--- src/sdie_pkg.sv ---
// Package: shared constants, request codes, controller/datapath command types.
package sdie_pkg;

    localparam int IMAGE_BYTES_DEF = 18;

    localparam logic [2:0] REQ_BIG     = 3'd0;
    localparam logic [2:0] REQ_SMALL   = 3'd1;
    localparam logic [2:0] REQ_SYMBOL  = 3'd2;
    localparam logic [2:0] REQ_SMILEY  = 3'd3;
    localparam logic [2:0] REQ_BATTERY = 3'd4;
    localparam logic [2:0] REQ_BLE     = 3'd5;

    // Digit position codes
    localparam logic [2:0] POS_HUNDREDS    = 3'd0;
    localparam logic [2:0] POS_TENS        = 3'd1;
    localparam logic [2:0] POS_UNITS       = 3'd2;
    localparam logic [2:0] POS_SMALL_TENS  = 3'd3;
    localparam logic [2:0] POS_SMALL_UNITS = 3'd4;

    typedef struct packed {
        logic       load;      // latch request, apply clears / fixed patterns
        logic       div_step;  // one divide-by-ten iteration
        logic       round;     // finish no-point rounding
        logic       draw;      // draw one digit
        logic [2:0] draw_pos;
        logic [1:0] draw_sel;  // 0 units, 1 tens, 2 hundreds, 3 forced zero
        logic       publish;   // copy image to output register
    } sdie_cmd_t;

    typedef struct packed {
        logic [2:0] req;
        logic       numeric;   // digits need drawing
        logic       point_off; // big number divided by ten
        logic       has_hund;
        logic       has_tens;
    } sdie_stat_t;

    function automatic logic [10:0] digit_mask(input logic [3:0] d);
        case (d)
            4'd0: digit_mask = 11'h3FF;
            4'd1: digit_mask = 11'h00E;
            4'd2: digit_mask = 11'h6F7;
            4'd3: digit_mask = 11'h63F;
            4'd4: digit_mask = 11'h78E;
            4'd5: digit_mask = 11'h7BD;
            4'd6: digit_mask = 11'h7FD;
            4'd7: digit_mask = 11'h20F;
            4'd8: digit_mask = 11'h7FF;
            4'd9: digit_mask = 11'h7BF;
            default: digit_mask = 11'h000;
        endcase
    endfunction

    // Segment location {byte[4:0], bit[2:0]} for position p, segment s (0..10)
    function automatic logic [7:0] seg_loc(input logic [2:0] p, input logic [3:0] s);
        logic [7:0] r;
        r = 8'd0;
        case (p)
            POS_HUNDREDS: case (s)
                4'd0: r = {5'd16, 3'd7}; 4'd1: r = {5'd15, 3'd4}; 4'd2: r = {5'd14, 3'd1};
                4'd3: r = {5'd14, 3'd7}; 4'd4: r = {5'd12, 3'd5}; 4'd5: r = {5'd12, 3'd4};
                4'd6: r = {5'd13, 3'd3}; 4'd7: r = {5'd15, 3'd7}; 4'd8: r = {5'd15, 3'd6};
                4'd9: r = {5'd15, 3'd5}; 4'd10: r = {5'd14, 3'd0}; default: r = 8'd0;
            endcase
            POS_TENS: case (s)
                4'd0: r = {5'd15, 3'd0}; 4'd1: r = {5'd15, 3'd1}; 4'd2: r = {5'd14, 3'd6};
                4'd3: r = {5'd13, 3'd0}; 4'd4: r = {5'd13, 3'd5}; 4'd5: r = {5'd13, 3'd4};
                4'd6: r = {5'd14, 3'd5}; 4'd7: r = {5'd14, 3'd4}; 4'd8: r = {5'd15, 3'd3};
                4'd9: r = {5'd15, 3'd2}; 4'd10: r = {5'd14, 3'd3}; default: r = 8'd0;
            endcase
            POS_UNITS: case (s)
                4'd0: r = {5'd13, 3'd1}; 4'd1: r = {5'd13, 3'd7}; 4'd2: r = {5'd12, 3'd1};
                4'd3: r = {5'd12, 3'd7}; 4'd4: r = {5'd11, 3'd5}; 4'd5: r = {5'd11, 3'd2};
                4'd6: r = {5'd12, 3'd6}; 4'd7: r = {5'd12, 3'd0}; 4'd8: r = {5'd13, 3'd6};
                4'd9: r = {5'd13, 3'd2}; 4'd10: r = {5'd12, 3'd2}; default: r = 8'd0;
            endcase
            POS_SMALL_TENS: case (s)
                4'd0: r = {5'd9, 3'd1}; 4'd1: r = {5'd9, 3'd7}; 4'd2: r = {5'd8, 3'd5};
                4'd3: r = {5'd1, 3'd1}; 4'd4: r = {5'd0, 3'd3}; 4'd5: r = {5'd1, 3'd4};
                4'd6: r = {5'd9, 3'd4}; 4'd7: r = {5'd10, 3'd0}; 4'd8: r = {5'd10, 3'd6};
                4'd9: r = {5'd10, 3'd3}; 4'd10: r = {5'd8, 3'd2}; default: r = 8'd0;
            endcase
            POS_SMALL_UNITS: case (s)
                4'd0: r = {5'd7, 3'd7}; 4'd1: r = {5'd6, 3'd5}; 4'd2: r = {5'd2, 3'd0};
                4'd3: r = {5'd2, 3'd3}; 4'd4: r = {5'd0, 3'd2}; 4'd5: r = {5'd1, 3'd7};
                4'd6: r = {5'd2, 3'd6}; 4'd7: r = {5'd7, 3'd4}; 4'd8: r = {5'd7, 3'd1};
                4'd9: r = {5'd8, 3'd6}; 4'd10: r = {5'd6, 3'd2}; default: r = 8'd0;
            endcase
            default: r = 8'd0;
        endcase
        seg_loc = r;
    endfunction

endpackage

--- src/sdie_ctrl.sv ---
// Controller: sequences load, division, rounding, digit drawing and publish.
module sdie_ctrl
(
    input  logic                   clk,
    input  logic                   rst_n,
    input  logic                   in_valid,
    output logic                   in_ready,
    output logic                   out_valid,
    input  logic                   out_ready,
    input  sdie_pkg::sdie_stat_t   stat,
    output sdie_pkg::sdie_cmd_t    cmd
);

    typedef enum logic [2:0] {
        S_IDLE, S_DECODE, S_DIV, S_ROUND, S_DRAW, S_OUT
    } state_t;

    state_t     state_reg, state_next;
    logic [2:0] cnt_reg, cnt_next;
    logic       out_valid_reg, out_valid_next;

    assign in_ready  = (state_reg == S_IDLE);
    assign out_valid = out_valid_reg;

    // Draw step list: big numbers 0 units, 1 tens, 2 hundreds; small numbers 0 units, 1 tens
    always_comb
    begin
        state_next     = state_reg;
        cnt_next       = cnt_reg;
        out_valid_next = out_valid_reg;
        cmd            = '0;
        if (out_valid_reg && out_ready)
        begin
            out_valid_next = 1'b0;
        end
        case (state_reg)
            S_IDLE:
            begin
                if (in_valid)
                begin
                    cmd.load   = 1'b1;
                    state_next = S_DECODE;
                end
            end
            S_DECODE:
            begin
                cnt_next = 3'd0;
                if (!stat.numeric)
                begin
                    state_next = S_OUT;
                end
                else if (stat.point_off)
                begin
                    state_next = S_DIV;
                end
                else
                begin
                    state_next = S_DRAW;
                end
            end
            S_DIV:
            begin
                cmd.div_step = 1'b1;
                state_next   = S_ROUND;
            end
            S_ROUND:
            begin
                cmd.round  = 1'b1;
                cnt_next   = 3'd0;
                state_next = S_DRAW;
            end
            S_DRAW:
            begin
                cnt_next = cnt_reg + 3'd1;
                if (stat.req == sdie_pkg::REQ_BIG)
                begin
                    case (cnt_reg)
                        3'd0:
                        begin
                            cmd.draw     = 1'b1;
                            cmd.draw_pos = sdie_pkg::POS_UNITS;
                            cmd.draw_sel = 2'd0;
                        end
                        3'd1:
                        begin
                            cmd.draw     = 1'b1;
                            cmd.draw_pos = sdie_pkg::POS_TENS;
                            cmd.draw_sel = stat.has_tens ? 2'd1 : 2'd3;
                        end
                        default:
                        begin
                            cmd.draw     = stat.has_hund;
                            cmd.draw_pos = sdie_pkg::POS_HUNDREDS;
                            cmd.draw_sel = 2'd2;
                            state_next   = S_OUT;
                        end
                    endcase
                end
                else
                begin
                    if (cnt_reg == 3'd0)
                    begin
                        cmd.draw     = 1'b1;
                        cmd.draw_pos = sdie_pkg::POS_SMALL_UNITS;
                        cmd.draw_sel = 2'd0;
                    end
                    else
                    begin
                        cmd.draw     = stat.has_tens;
                        cmd.draw_pos = sdie_pkg::POS_SMALL_TENS;
                        cmd.draw_sel = 2'd1;
                        state_next   = S_OUT;
                    end
                end
            end
            S_OUT:
            begin
                if (!out_valid_reg || out_ready)
                begin
                    cmd.publish    = 1'b1;
                    out_valid_next = 1'b1;
                    state_next     = S_IDLE;
                end
            end
            default: state_next = S_IDLE;
        endcase
    end

    // Hold state and registered outputs
    always_ff @(posedge clk or negedge rst_n)
    begin
        if (!rst_n)
        begin
            state_reg     <= S_IDLE;
            cnt_reg       <= 3'd0;
            out_valid_reg <= 1'b0;
        end
        else
        begin
            state_reg     <= state_next;
            cnt_reg       <= cnt_next;
            out_valid_reg <= out_valid_next;
        end
    end

endmodule

--- src/sdie_dpath.sv ---
// Datapath: image store, magnitude/divide unit, digit painter, output register.
module sdie_dpath
#(
    parameter int IMAGE_BYTES = sdie_pkg::IMAGE_BYTES_DEF
)
(
    input  logic                  clk,
    input  logic                  rst_n,
    input  logic [2:0]            req_type,
    input  logic signed [15:0]    value,
    input  logic                  percent_on,
    input  sdie_pkg::sdie_cmd_t   cmd,
    output sdie_pkg::sdie_stat_t  stat,
    output logic [63:0]           image_low,
    output logic [63:0]           image_mid,
    output logic [15:0]           image_high
);

    localparam int IMG_W = IMAGE_BYTES * 8;

    logic [IMG_W-1:0] img_reg, img_next;
    logic [2:0]       req_reg;
    logic             numeric_reg, point_off_reg;
    logic [14:0]      mag_reg, mag_next;   // up to 19995
    logic [14:0]      quo_reg;
    logic [14:0]      rem_reg;
    logic [14:0]      rest_reg;            // magnitude left to peel into digits
    logic [143:0]     out_reg;

    logic [14:0] rem_w;
    logic [14:0] quo_w;
    logic [14:0] rest_q;
    logic [3:0]  rest_dig, dsel;
    logic [10:0] msk;
    logic [7:0]  loc;
    logic [IMG_W-1:0] paint;

    // Divide by ten through a reciprocal multiply, exact for every 15-bit input
    function automatic logic [14:0] div10(input logic [14:0] x);
        logic [31:0] p;
        p     = 32'(x) * 32'd52429;
        div10 = {3'b000, p[30:19]};
    endfunction

    // Quotient and remainder of the magnitude by ten
    assign quo_w = div10(mag_reg);
    assign rem_w = mag_reg - ((quo_w << 3) + (quo_w << 1));

    // Peel the next decimal digit off the remaining magnitude
    assign rest_q   = div10(rest_reg);
    assign rest_dig = 4'(rest_reg - ((rest_q << 3) + (rest_q << 1)));

    assign stat.req       = req_reg;
    assign stat.numeric   = numeric_reg;
    assign stat.point_off = point_off_reg;
    assign stat.has_hund  = (mag_reg > 15'd99);
    assign stat.has_tens  = (mag_reg > 15'd9);

    always_comb
    begin
        case (cmd.draw_sel)
            2'd3:    dsel = 4'd0;
            default: dsel = rest_dig;
        endcase
        msk   = sdie_pkg::digit_mask(dsel);
        paint = '0;
        for (int s = 0; s < 11; s++)
        begin
            loc = sdie_pkg::seg_loc(cmd.draw_pos, 4'(s));
            if (msk[s] && (int'(loc[7:3]) < IMAGE_BYTES))
            begin
                paint[int'(loc[7:3]) * 8 + int'(loc[2:0])] = 1'b1;
            end
        end
    end

    // Next image from load, round, draw
    logic signed [15:0] v;
    logic [15:0]        absv;
    logic [7:0]         b16;
    always_comb
    begin
        img_next = img_reg;
        mag_next = mag_reg;
        v        = value;
        absv     = v[15] ? 16'(-v) : 16'(v);
        b16      = img_reg[16*8 +: 8];
        if (cmd.load)
        begin
            case (req_type)
                sdie_pkg::REQ_BIG:
                begin
                    img_next[11*8 +: 8] = 8'h00;
                    img_next[12*8 +: 8] = 8'h00;
                    img_next[13*8 +: 8] = 8'h00;
                    img_next[14*8 +: 8] = img_reg[14*8 +: 8] & 8'h04;
                    img_next[15*8 +: 8] = 8'h00;
                    b16                 = b16 & 8'h70;
                    if (v > 16'sd19995)
                    begin
                        img_next[12*8 +: 8] = 8'h10;
                        img_next[13*8 +: 8] = 8'h09;
                        img_next[14*8 +: 8] = 8'hC3;
                        img_next[15*8 +: 8] = 8'hF0;
                    end
                    else if (v < -16'sd995)
                    begin
                        img_next[12*8 +: 8] = 8'h30;
                        img_next[13*8 +: 8] = 8'h39;
                        img_next[14*8 +: 8] = 8'h38;
                        img_next[15*8 +: 8] = 8'hE0;
                    end
                    else
                    begin
                        if (v[15])
                        begin
                            img_next[14*8 +: 8] = 8'h01;
                        end
                        mag_next = absv[14:0];
                        if (v > 16'sd1995 || v < -16'sd95)
                        begin
                            b16 = b16 & 8'hDF;
                        end
                        else
                        begin
                            b16 = b16 | 8'h20;
                            if (absv > 16'd999)
                            begin
                                img_next[12*8 +: 8] = 8'h08;
                            end
                        end
                    end
                    img_next[16*8 +: 8] = b16;
                end
                sdie_pkg::REQ_SMALL:
                begin
                    img_next[0*8 +: 24] = 24'h0;
                    img_next[6*8 +: 40] = 40'h0;
                    if (percent_on)
                    begin
                        img_next[16*8 + 5] = 1'b1;
                    end
                    if (v > 16'sd99)
                    begin
                        img_next[1*8 +: 8]  = 8'h12;
                        img_next[2*8 +: 8]  = 8'h09;
                        img_next[8*8 +: 8]  = 8'h24;
                        img_next[9*8 +: 8]  = 8'h90;
                        img_next[10*8 +: 8] = 8'h49;
                    end
                    else if (v < -16'sd9)
                    begin
                        img_next[0*8 +: 8]  = 8'h0C;
                        img_next[1*8 +: 8]  = 8'h90;
                        img_next[2*8 +: 8]  = 8'h48;
                        img_next[6*8 +: 8]  = 8'h04;
                        img_next[9*8 +: 8]  = 8'h10;
                        img_next[10*8 +: 8] = 8'h49;
                    end
                    else
                    begin
                        if (v[15])
                        begin
                            img_next[8*8 + 2] = 1'b1;
                        end
                        mag_next = absv[14:0];
                    end
                end
                sdie_pkg::REQ_SYMBOL:
                begin
                    img_next[16*8 + 5] = value[5];
                    img_next[16*8 + 6] = value[6];
                    img_next[14*8 + 2] = value[7];
                end
                sdie_pkg::REQ_SMILEY:
                begin
                    img_next[3*8 +: 8] = 8'h00;
                    img_next[4*8 +: 8] = 8'h00;
                    img_next[5*8 +: 8] = img_reg[5*8 +: 8] & 8'h01;
                    case (value[2:0])
                        3'd1:
                        begin
                            img_next[3*8 + 2] = 1'b1;
                            img_next[4*8 +: 8] = 8'h10;
                        end
                        3'd2:
                        begin
                            img_next[4*8 +: 8] = 8'h12;
                            img_next[5*8 + 6] = 1'b1;
                        end
                        3'd3:
                        begin
                            img_next[4*8 +: 8] = 8'h82;
                            img_next[5*8 + 6] = 1'b1;
                        end
                        3'd4:
                        begin
                            img_next[3*8 + 2] = 1'b1;
                            img_next[4*8 +: 8] = 8'h02;
                            img_next[5*8 + 6] = 1'b1;
                        end
                        3'd5:
                        begin
                            img_next[3*8 + 2] = 1'b1;
                            img_next[4*8 +: 8] = 8'h02;
                        end
                        3'd6:
                        begin
                            img_next[4*8 +: 8] = 8'h80;
                            img_next[5*8 + 6] = 1'b1;
                        end
                        3'd7:
                        begin
                            img_next[3*8 + 2] = 1'b1;
                            img_next[4*8 +: 8] = 8'h12;
                            img_next[5*8 + 6] = 1'b1;
                        end
                        default: ;
                    endcase
                end
                sdie_pkg::REQ_BATTERY: img_next[16*8 + 4] = (value != 16'sd0);
                sdie_pkg::REQ_BLE:     img_next[5*8]      = (value != 16'sd0);
                default: ;
            endcase
        end
        else if (cmd.round)
        begin
            mag_next = quo_reg + ((rem_reg > 15'd5) ? 15'd1 : 15'd0);
            if (quo_reg + ((rem_reg > 15'd5) ? 15'd1 : 15'd0) > 15'd999)
            begin
                img_next[12*8 + 3] = 1'b1;
            end
        end
        else if (cmd.draw)
        begin
            img_next = img_reg | paint;
        end
    end

    // Hold image, request and decode flag registers
    always_ff @(posedge clk or negedge rst_n)
    begin
        if (!rst_n)
        begin
            img_reg       <= '0;
            req_reg       <= sdie_pkg::REQ_BIG;
            numeric_reg   <= 1'b0;
            point_off_reg <= 1'b0;
        end
        else
        begin
            img_reg <= img_next;
            if (cmd.load)
            begin
                req_reg       <= req_type;
                numeric_reg   <= ((req_type == sdie_pkg::REQ_BIG) &&
                                  value <= 16'sd19995 && value >= -16'sd995) ||
                                 ((req_type == sdie_pkg::REQ_SMALL) &&
                                  value <= 16'sd99 && value >= -16'sd9);
                point_off_reg <= (req_type == sdie_pkg::REQ_BIG) &&
                                 (value > 16'sd1995 || value < -16'sd95);
            end
        end
    end

    // Payload registers: magnitude, divider, digit peel, output image
    always_ff @(posedge clk)
    begin
        mag_reg <= mag_next;
        if (cmd.div_step)
        begin
            quo_reg <= quo_w;
            rem_reg <= rem_w;
        end
        if (cmd.draw)
        begin
            rest_reg <= rest_q;
        end
        else
        begin
            rest_reg <= mag_next;
        end
        if (cmd.publish)
        begin
            out_reg <= img_reg[143:0];
        end
    end

    assign image_low  = out_reg[63:0];
    assign image_mid  = out_reg[127:64];
    assign image_high = out_reg[143:128];

endmodule

--- src/segment_display_image_encoder.sv ---
// Top level: segment image encoder for a thermometer display.
// Symbol, smiley, mark and unknown requests and out-of-range numbers go from decode
// straight to output; numbers are drawn digit by digit, big numbers without a point
// after a divide step and a rounding step. One request at a time: the next is taken the cycle
// after the result is registered; a result still waiting for out_ready holds the
// finished image back. Reset (rst_n low, asynchronous) blanks the image store, not out_reg.
module segment_display_image_encoder
#(
    parameter int IMAGE_BYTES = sdie_pkg::IMAGE_BYTES_DEF
)
(
    input  logic               clk,
    input  logic               rst_n,
    input  logic               in_valid,
    output logic               in_ready,
    input  logic [2:0]         req_type,
    input  logic signed [15:0] value,
    input  logic               percent_on,
    output logic               out_valid,
    input  logic               out_ready,
    output logic [63:0]        image_low,
    output logic [63:0]        image_mid,
    output logic [15:0]        image_high
);

    sdie_pkg::sdie_cmd_t  cmd;
    sdie_pkg::sdie_stat_t stat;

    sdie_ctrl u_ctrl
    (
        .clk       (clk),
        .rst_n     (rst_n),
        .in_valid  (in_valid),
        .in_ready  (in_ready),
        .out_valid (out_valid),
        .out_ready (out_ready),
        .stat      (stat),
        .cmd       (cmd)
    );

    sdie_dpath #(.IMAGE_BYTES(IMAGE_BYTES)) u_dpath
    (
        .clk        (clk),
        .rst_n      (rst_n),
        .req_type   (req_type),
        .value      (value),
        .percent_on (percent_on),
        .cmd        (cmd),
        .stat       (stat),
        .image_low  (image_low),
        .image_mid  (image_mid),
        .image_high (image_high)
    );

endmodule

--- config.mk ---
export PLATFORM = sky130hd
export DESIGN_NAME = segment_display_image_encoder
export DESIGN_NICKNAME = d
export VERILOG_FILES = /design/src/sdie_pkg.sv /design/src/sdie_ctrl.sv /design/src/sdie_dpath.sv /design/src/segment_display_image_encoder.sv
export SDC_FILE = /design/constraint.sdc
export NUM_CORES = 1
export LEC_CHECK = 0
export BUFFER_PORTS_ARGS = -buffer_cell sky130_fd_sc_hd__buf_2
export CAP_MARGIN = 20
export CORE_MARGIN = 2
export CORE_UTILIZATION = 50
export CTS_BUF_LIST = sky130_fd_sc_hd__clkbuf_16
export CTS_CLUSTER_SIZE = 12
export DETAILED_ROUTE_END_ITERATION = 12
export MAX_ROUTING_LAYER = met4
export PLACE_DENSITY = 0.76
export SETUP_SLACK_MARGIN = 0.1
export SLEW_MARGIN = 20
export SYNTH_ARGS = -nofsm -noshare
export SYNTH_HDL_FRONTEND = slang
export SYNTH_SLANG_ARGS = --single-unit
--- constraint.sdc ---
create_clock -name clk -period 6.9 [get_ports clk]
set_clock_uncertainty 0.1 [all_clocks]
set_input_delay 1.035 -clock clk [delete_from_list [all_inputs] [get_ports clk]]
set_output_delay 1.035 -clock clk [all_outputs]
set_load 0.03 [all_outputs]
== Word level (Yosys, flattened, before mapping) ==
Memory sizes are Yosys's and may differ from the RTL's.
Index checks and enable logic that the tools add are counted.

* Register bits: 357
* Bits in read-only memories: 176
* Input port bits: 24
* Output and inout bits: 146
* Word-level logic and storage cells: 326
* Memories: 1

* Add/subtract/negate cells: 18
* $mul: 2
* Order comparisons: 48
* Equal/unequal tests: 42
* Muxes and demuxes: 122
* Bitwise logic cells: 13
* Reduce and logical (&&, ||, !) cells: 58

{| class="wikitable"
|+ Memory list
! name !! words !! width !! rd ports !! clocked after Yosys merged registers in !! wr ports !! line !! RTL
|-
| (name not given) || 16 || 11 || 1 || 0 || 0 || sdie_pkg.sv:39 || <nowiki>case (d)</nowiki>
|}

{| class="wikitable"
|+ Operator list
! operator !! number
|-
| $mux W144 || 11
|-
| $or A144 B144 Y144 || 11
|-
| $ge A32 B1 Y1 const B || 11
|-
| $lt A32 B10 Y1 const B || 11
|-
| $pmux W7 S5 || 10
|-
| $mux W136 || 2
|-
| $mux W15 || 7
|-
| $mux W99 || 1
|-
| $demux W1 S8 || 11
|-
| $add A7 B3 Y8 || 10
|-
| $pmux W8 S5 || 2
|-
| $mux W16 || 4
|-
| $mul A15 B16 Y31 const B || 2
|-
| $mux W8 || 7
|-
| $lt A4 B5 Y1 const B || 10
|-
| $mux W40 || 1
|-
| $mux W36 || 1
|-
| $mux W32 || 1
|-
| $mux W1 || 31
|-
| $mux W3 || 10
|-
| $mux W6 || 5
|-
| $pmux W15 S2 || 1
|-
| $logic_and A1 B1 Y1 || 28
|-
| $eq A3 B3 Y1 const B || 9
|-
| 60 further kinds || 106
|}

== Logic depth before layout (Yosys ltp) ==
Gate-level depths: netlist of the first run.

* Word-level depth: 37
* Mapped depth: 32

== Hierarchy ==
From an unflattened synthesis of the first run, not the netlist that was laid out.

* Cells, all modules: 1916
* Area total of the unflattened synthesis: 21794.7 um2

{| class="wikitable"
|+ Modules (own cells, without submodules)
! module !! instances !! cells an instance !! area an instance (um2)
|-
| sdie_dpath || 1 || 1845 || 21155.3
|-
| sdie_ctrl || 1 || 71 || 639.4
|}

== Least setup slack after synthesis of the first run ==
OpenSTA, ideal clock, no wires.

* Path type: flip-flop to flip-flop
* From: register u_dpath.mag_reg[6]
* To: register u_dpath.rem_reg[14] (data pin)
* Setup time: 0.269 ns
* Arrival: 7.249 ns
* Data required time: 6.531 ns
* Setup slack: -0.718 ns
* Stages on the path, launching flop included: 29
* Path buffers: 0
* Period minus slack after synthesis: 7.618 ns
* Cells stage by stage: dfxtp_1 inv_1 ha_1 ha_1 inv_1 fa_1 inv_1 fa_1 fa_1 fa_1 ha_1 and3_1 and2_1 a221oi_1 o21a_1 o21ai_0 a21oi_1 inv_1 a21oi_1 xor2_1 fa_1 ha_1 or2_2 o221ai_1 a21oi_1 a211oi_1 o21bai_1 xnor2_1 xnor2_1

* Cells in the longest elaborated chain, start to end: 3

{| class="wikitable"
|+ RTL lines
! element !! line !! RTL
|-
| start: declaration || sdie_dpath.sv:24 || <nowiki>logic [14:0] mag_reg, mag_next;</nowiki>
|-
| start signal: assignment || sdie_dpath.sv:269 || <nowiki>mag_reg <= mag_next;</nowiki>
|-
| $mul A15 B16 Y31 || sdie_dpath.sv:41 || <nowiki>p = 32'(x) * 32'd52429;</nowiki>
|-
| $add A15 B13 Y15 || sdie_dpath.sv:47 || <nowiki>assign rem_w = mag_reg - ((quo_w << 3) + (quo_w << 1));</nowiki>
|-
| $sub A15 B15 Y15 * || sdie_dpath.sv:47 ||
|-
| net u_dpath.rem_w[14] || sdie_dpath.sv:30 || <nowiki>logic [14:0] rem_w;</nowiki>
|-
| end signal: assignment || sdie_dpath.sv:273 || <nowiki>rem_reg <= rem_w;</nowiki>
|-
| end: declaration || sdie_dpath.sv:26 || <nowiki>logic [14:0] rem_reg;</nowiki>
|}

The timed path passes the listed nets; every way through them passes the cells marked *.
A chain may end at the register's enable or synchronous reset.

== Worst setup path in the final report of the first run ==
* From: register u_dpath.mag_reg[0]
* To: register u_dpath.rem_reg[14] (data pin)

* Cells in the longest elaborated chain, start to end: 3

{| class="wikitable"
|+ RTL lines
! element !! line !! RTL
|-
| $mul A15 B16 Y31 || sdie_dpath.sv:41 ||
|-
| net u_dpath.quo_w[2] || sdie_dpath.sv:31 || <nowiki>logic [14:0] quo_w;</nowiki>
|-
| $add A15 B13 Y15 || sdie_dpath.sv:47 ||
|-
| $sub A15 B15 Y15 || sdie_dpath.sv:47 ||
|-
| net u_dpath.rem_w[14] || sdie_dpath.sv:30 ||
|}

The timed path passes the listed nets, and every way through them passes these cells.

==> flow_summary.ini, run 1 <==
[worst_setup_path]
rr_worst_depth = 29
worstPathRequired_ns = 7.09
regToRegEndpoint = u_dpath.rem_reg[14]
endpoint = u_dpath.rem_reg[14]
startpoint = u_dpath.mag_reg[0]
setup.worst_path.start_class = flip-flop
slowest_stage = fa_2
cpPeakStageDelay_ns = 0.65
crit_fanout = 3
endpoint_kind = flip-flop
ff2ff_setup_slack_ns = -0.38
r2r_start = u_dpath.mag_reg[0]
crit_top_cell = fa_2
crit_arrival_ns = 7.47
crit_type = flip-flop to flip-flop

[global_routing]
overflow = 0
grt_usage = 0.257
antenna_found_initial = 4
grt_pass1_wl_um = 88500
grt_max_degree = 81
grt_pass1_vias = 16332

[logic_synthesis]
synthArstFlopShare = 0.436
synth-edff-count = 164
ys_seq_elements = 344
yosys_warnings = 0
syn_avg_cell_area_um2 = 11.3
syn_area_um2 = 21800
synth-seq-area-share = 0.425
syn_inst = 1922
synth.distinct_cells = 85
yosys_most_used_dff = edfxtp_1

[layout]
final_common_cell = ha_1
finalNetCount = 2732
final_cell_mix = ha_1, inv_1, buf_4, edfxtp_1, buf_2
areaGrowthSynthToFinish_pct = 26.3
drive_gt1_frac = 0.300
final_area_um2 = 27600

[cts]
clkSinkCount = 344
cts-htree-levels = 2
cts_buffers = 38
insertion_delay_ns = 0.55
cts_tree = done
clockBufferDepth = 3
clk_pin_slew_worst_paths_ns = 0.06
root_buffer = clkbuf_16

[route]
ant_nets = 0
wire_per_inst_um = 19.2
drc = 0
wl_um = 56000
dr.pass1.iters = 5
drt_iter0_markers = 1306
via_per_inst = 5.51
num_vias = 16119

[placed_design]
port_buffers = 163
dpl_cell_area_um2 = 24900
detailed_place_hpwl_um = 42400
place.gp.congestion = 0.965

[timing]
slew_violations = 0
finalCriticalPeriod_ns = 7.28
worst_slack_ns = -0.381
grt_setup_unrepaired = true
setup_viol = 6
finalCritPeriodShare = 1.06
tightest_slew_ns = 0.941
timing.fmax_mhz = 137
hold_viol_final = 0
slew_headroom = 0.368

[floorplanning]
initial_utilization = 0.506
die_h_um = 213
core_area_um2 = 43100
fp.dieW_um = 213
die-area_um2 = 45300
rows = 76
num_io_pins = 170

[outcome]
outcome = finished, violations left
violations = setup timing

[hold_path]
hp-start = u_dpath.img_reg[136]
holdCritPathClass = flip-flop to flip-flop

[flow_run]
cap_violations = 0
-- layer usage --
metal,wire length (um),vias up,GRT usage
li1,-,7453,-
met1,23100,7974,0.321
met2,28000,553,0.437
met3,3130,139,0.0354
met4,1830,0,0.0745
met5,0,-,-
-- worst max-delay path: cells and delay by family (launching register included) --
family / cells / cell delay [ns]
buffers and inverters: 5 / 0.23
AOI/OAI and AO/OA: 12 / 2.16
DFF: 1 / 0.36
adders and majority gates: 9 / 3.72
xor gates and xnor gates: 3 / 0.47
-- per-stage QoR --
step / cells / hold slack (ns) / setup slack, ns / setup TNS, ns / utilization
3_3_place_gp: 2802 / 0.261 / -0.408 / -9.43 / 0.576
3_5_place_dp: 2805 / 0.264 / -0.541 / -14.32 / 0.578
6_report: 2923 / 0.275 / -0.381 / -1.26 / 0.640
5_1_grt: 2922 / 0.294 / -0.610 / -3.25 / 0.640
2_1_floorplan: 1927 / 0.317 / -0.0746 / -0.0746 / -
4_1_cts: 2898 / 0.277 / -0.239 / -0.846 / 0.624
-- final cells by class --
type                       instances  area, um2
antenna                            5       12.5
clock buffer                      40       1000
clock inverter                    30        203
multi-input combinational       1292      12700
inverter                         236        911
timing repair buffer             391       2650
fill                            3146      15500
tap                              585        732
sequential                       344       9340
-- cells by family after synthesis --
logic type | share of synthesized area
simple gates | 0.106
xor+xnor | 0.0314
flops | 0.425
compound gates | 0.104
mux | 0.00694
fa+ha+maj | 0.275
other cells | 0.000172
buf+inv | 0.0514
-- worst min-delay path by stage --
stage                            to  slack [ns]  depth (start not counted)
2_1_floorplan    u_dpath.out_reg[0]        0.32                          0
3_3_place_gp   u_dpath.img_reg[136]        0.26                          0
3_5_place_dp   u_dpath.img_reg[136]        0.26                          0
4_1_cts        u_dpath.img_reg[136]        0.28                          0
5_1_grt        u_dpath.img_reg[142]        0.29                          0
6_report       u_dpath.img_reg[136]        0.28                          0
-- synthesized netlist by cell type (7+ instances only) --
cell type,n,share of area
nand2b_1,9,0.0026
nor3_1,36,0.0083
and2_1,85,0.024
nand2_1,118,0.020
a31oi_1,18,0.0052
a21o_1,29,0.010
a21oi_1,67,0.015
xor2_1,21,0.0084
nand3_1,34,0.0078
a221o_1,9,0.0041
nor2b_1,12,0.0034
or3_1,8,0.0023
o21a_1,15,0.0052
and3_1,7,0.0020
inv_1,236,0.041
o31ai_1,10,0.0034
mux2_2,9,0.0046
dfrtp_1,150,0.17
nor2_1,76,0.013
a22oi_1,7,0.0024
dfxtp_1,30,0.028
nand4_1,19,0.0054
or2_2,11,0.0032
nor4_1,10,0.0029
xnor2_1,50,0.020
o211ai_1,15,0.0052
fa_1,124,0.11
edfxtp_1,164,0.23
o21ai_0,89,0.020
ha_1,281,0.16
a211oi_1,10,0.0034
clkbuf_1,42,0.0072
-- repair_timing --
action | CTS | global route
setup endpoints to repair | 64 | 66
hold buffers | 0 | 0
buffers inserted | 23 | 20
resized for setup | 128 | 105
pin swaps | 71 | 107
Power of run 1 is left out: the tool's default activity adds up to more than one toggle a clock period on the data nets, which glitch-free logic cannot reach.
==> run 2, diff against run 1 <==
--- a/config.mk
+++ b/config.mk
@@ -14,6 +14,7 @@
 export DETAILED_ROUTE_END_ITERATION = 12
 export MAX_ROUTING_LAYER = met4
 export PLACE_DENSITY = 0.76
+export RECOVER_POWER = 50
 export SETUP_SLACK_MARGIN = 0.1
 export SLEW_MARGIN = 20
 export SYNTH_ARGS = -nofsm -noshare
==> run 2 against run 1 <==
Compared with the run above: the flow finishes with violations (capacitance limit, slew limit, setup timing); non-clock buffer count unchanged; first-iteration DRC count increased by 5.6%; sequential share of layout area increased by 0.13 points; global-route usage unchanged; critical path type unchanged; critical endpoint unchanged.
==> flow_summary.ini, run 2 (same netlist as run 1, synthesis figures left out) <==
[timing]
finalCriticalPeriod_ns = 7.26
hold_viol_final = 0
setup_viol = 6
grt_setup_unrepaired = true
timing.fmax_mhz = 138
slew_violations = 180
slew_headroom = -1.64
finalCritPeriodShare = 1.05
tightest_slew_ns = 3.96
worst_hold_slack_ns = 0.275
worst_slack_ns = -0.360

[worst_setup_path]
crit_arrival_ns = 7.45
crit_fanout = 3
cpPeakStageDelay_ns = 0.65
endpoint_kind = flip-flop
crit_type = flip-flop to flip-flop
crit_family = adder cells
r2r_start = u_dpath.mag_reg[0]
setup.worst_path.start_class = flip-flop
slowest_stage = fa_2
worstPathRequired_ns = 7.09
startpoint = u_dpath.mag_reg[0]
path_buf_inv = 5
crit_top_cell = fa_2

[route]
drc = 0
ant_nets = 0
wire_per_inst_um = 19.2
wl_um = 56200
drt_iter0_markers = 1379
num_vias = 16099
via_per_inst = 5.51
dr.pass1.iters = 5

[global_routing]
grtUsageMet3 = 0.0354
met1_usage = 0.321
top_usage_layer = met2
overflow = 0
grt_max_degree = 81
grt_usage = 0.257
grt_pass1_vias = 16332
grt_pass1_wl_um = 88500
antenna_found_initial = 4
grt_util_met2 = 0.437

[layout]
final_common_cell = ha_1
final_cell_mix = ha_1, inv_1, buf_4, edfxtp_1, dfrtp_1
fin_util = 0.637
finalNetCount = 2732
areaGrowthSynthToFinish_pct = 25.8
drive_gt1_frac = 0.268

[cts]
clkSinkCount = 344
cts-htree-levels = 2
cts_tree = done
insertion_delay_ns = 0.55
cts_buffers = 38
root_buffer = clkbuf_16
clk_pin_slew_worst_paths_ns = 0.06
clockBufferDepth = 3

[floorplanning]
die-area_um2 = 45300
die_h_um = 213
rows = 76
num_io_pins = 170
core_area_um2 = 43100
initial_utilization = 0.506
fp.dieW_um = 213

[placed_design]
port_buffers = 163
detailed_place_hpwl_um = 42400
place.gp.congestion = 0.965

[hold_path]
hp-start = u_dpath.img_reg[136]
holdCritPathClass = flip-flop to flip-flop

[outcome]
violations = capacitance limit, slew limit, setup timing
outcome = finished, violations left

[flow_run]
cap_violations = 3
run 2: cell count changes in the layout (fill, tap and decap cells not counted), sizes merged:
cell | previous run | this run
buf | 391 | 315
clkbuf | 40 | 116
diode | 5 | 6
run 2: through the flow:
step / setup slack (ns) / instance area, um2 / cells / setup TNS (ns)
4_1_cts: -0.239 / 26900 / 2898 / -0.846
3_3_place_gp: -0.408 / 24800 / 2802 / -9.43
6_report: -0.360 / 27400 / 2924 / -1.22
3_5_place_dp: -0.541 / 24900 / 2805 / -14.32
5_1_grt: -0.610 / 27400 / 2922 / -3.25
2_1_floorplan: -0.0746 / 22100 / 1927 / -0.0746
run 2: area by class of cell:
cell class | count | area [um2]
sequential | 344 | 9340
timing repair buffer | 391 | 2540
clock buffer | 40 | 1000
antenna | 6 | 15.0
multi-input combinational | 1292 | 12700
tap | 585 | 732
clock inverter | 30 | 203
fill | 3198 | 15600
inverter | 236 | 911
run 2: worst paths after layout:
check / to / slack [ns] / cells past startpoint
hold reg to reg: u_dpath.img_reg[136] / 0.28 / 0
hold / removal: u_dpath.img_reg[136] / 0.28 / 0
max in group asynchronous: u_dpath.img_reg[51] / 1.43 / 2
min in group asynchronous: u_dpath.img_reg[95] / 1.79 / 1
setup / recovery: u_dpath.rem_reg[14] / -0.36 / 29
setup reg to reg: u_dpath.rem_reg[14] / -0.36 / 29
run 2: timing repair:
action,in CTS,in global routing
buffers inserted,23,20
pin swaps,71,107
setup endpoints to repair,64,66
hold buffers,0,0
endpoints found under the hold margin,0,0
resized for setup,128,105
run 2: metal layers:
layer	share of wire	routed length (um)
met1	0.41	23300
met2	0.50	28100
met3	0.054	3050
met4	0.031	1740
met5	0	0
Power of run 2 is left out for the same reason.
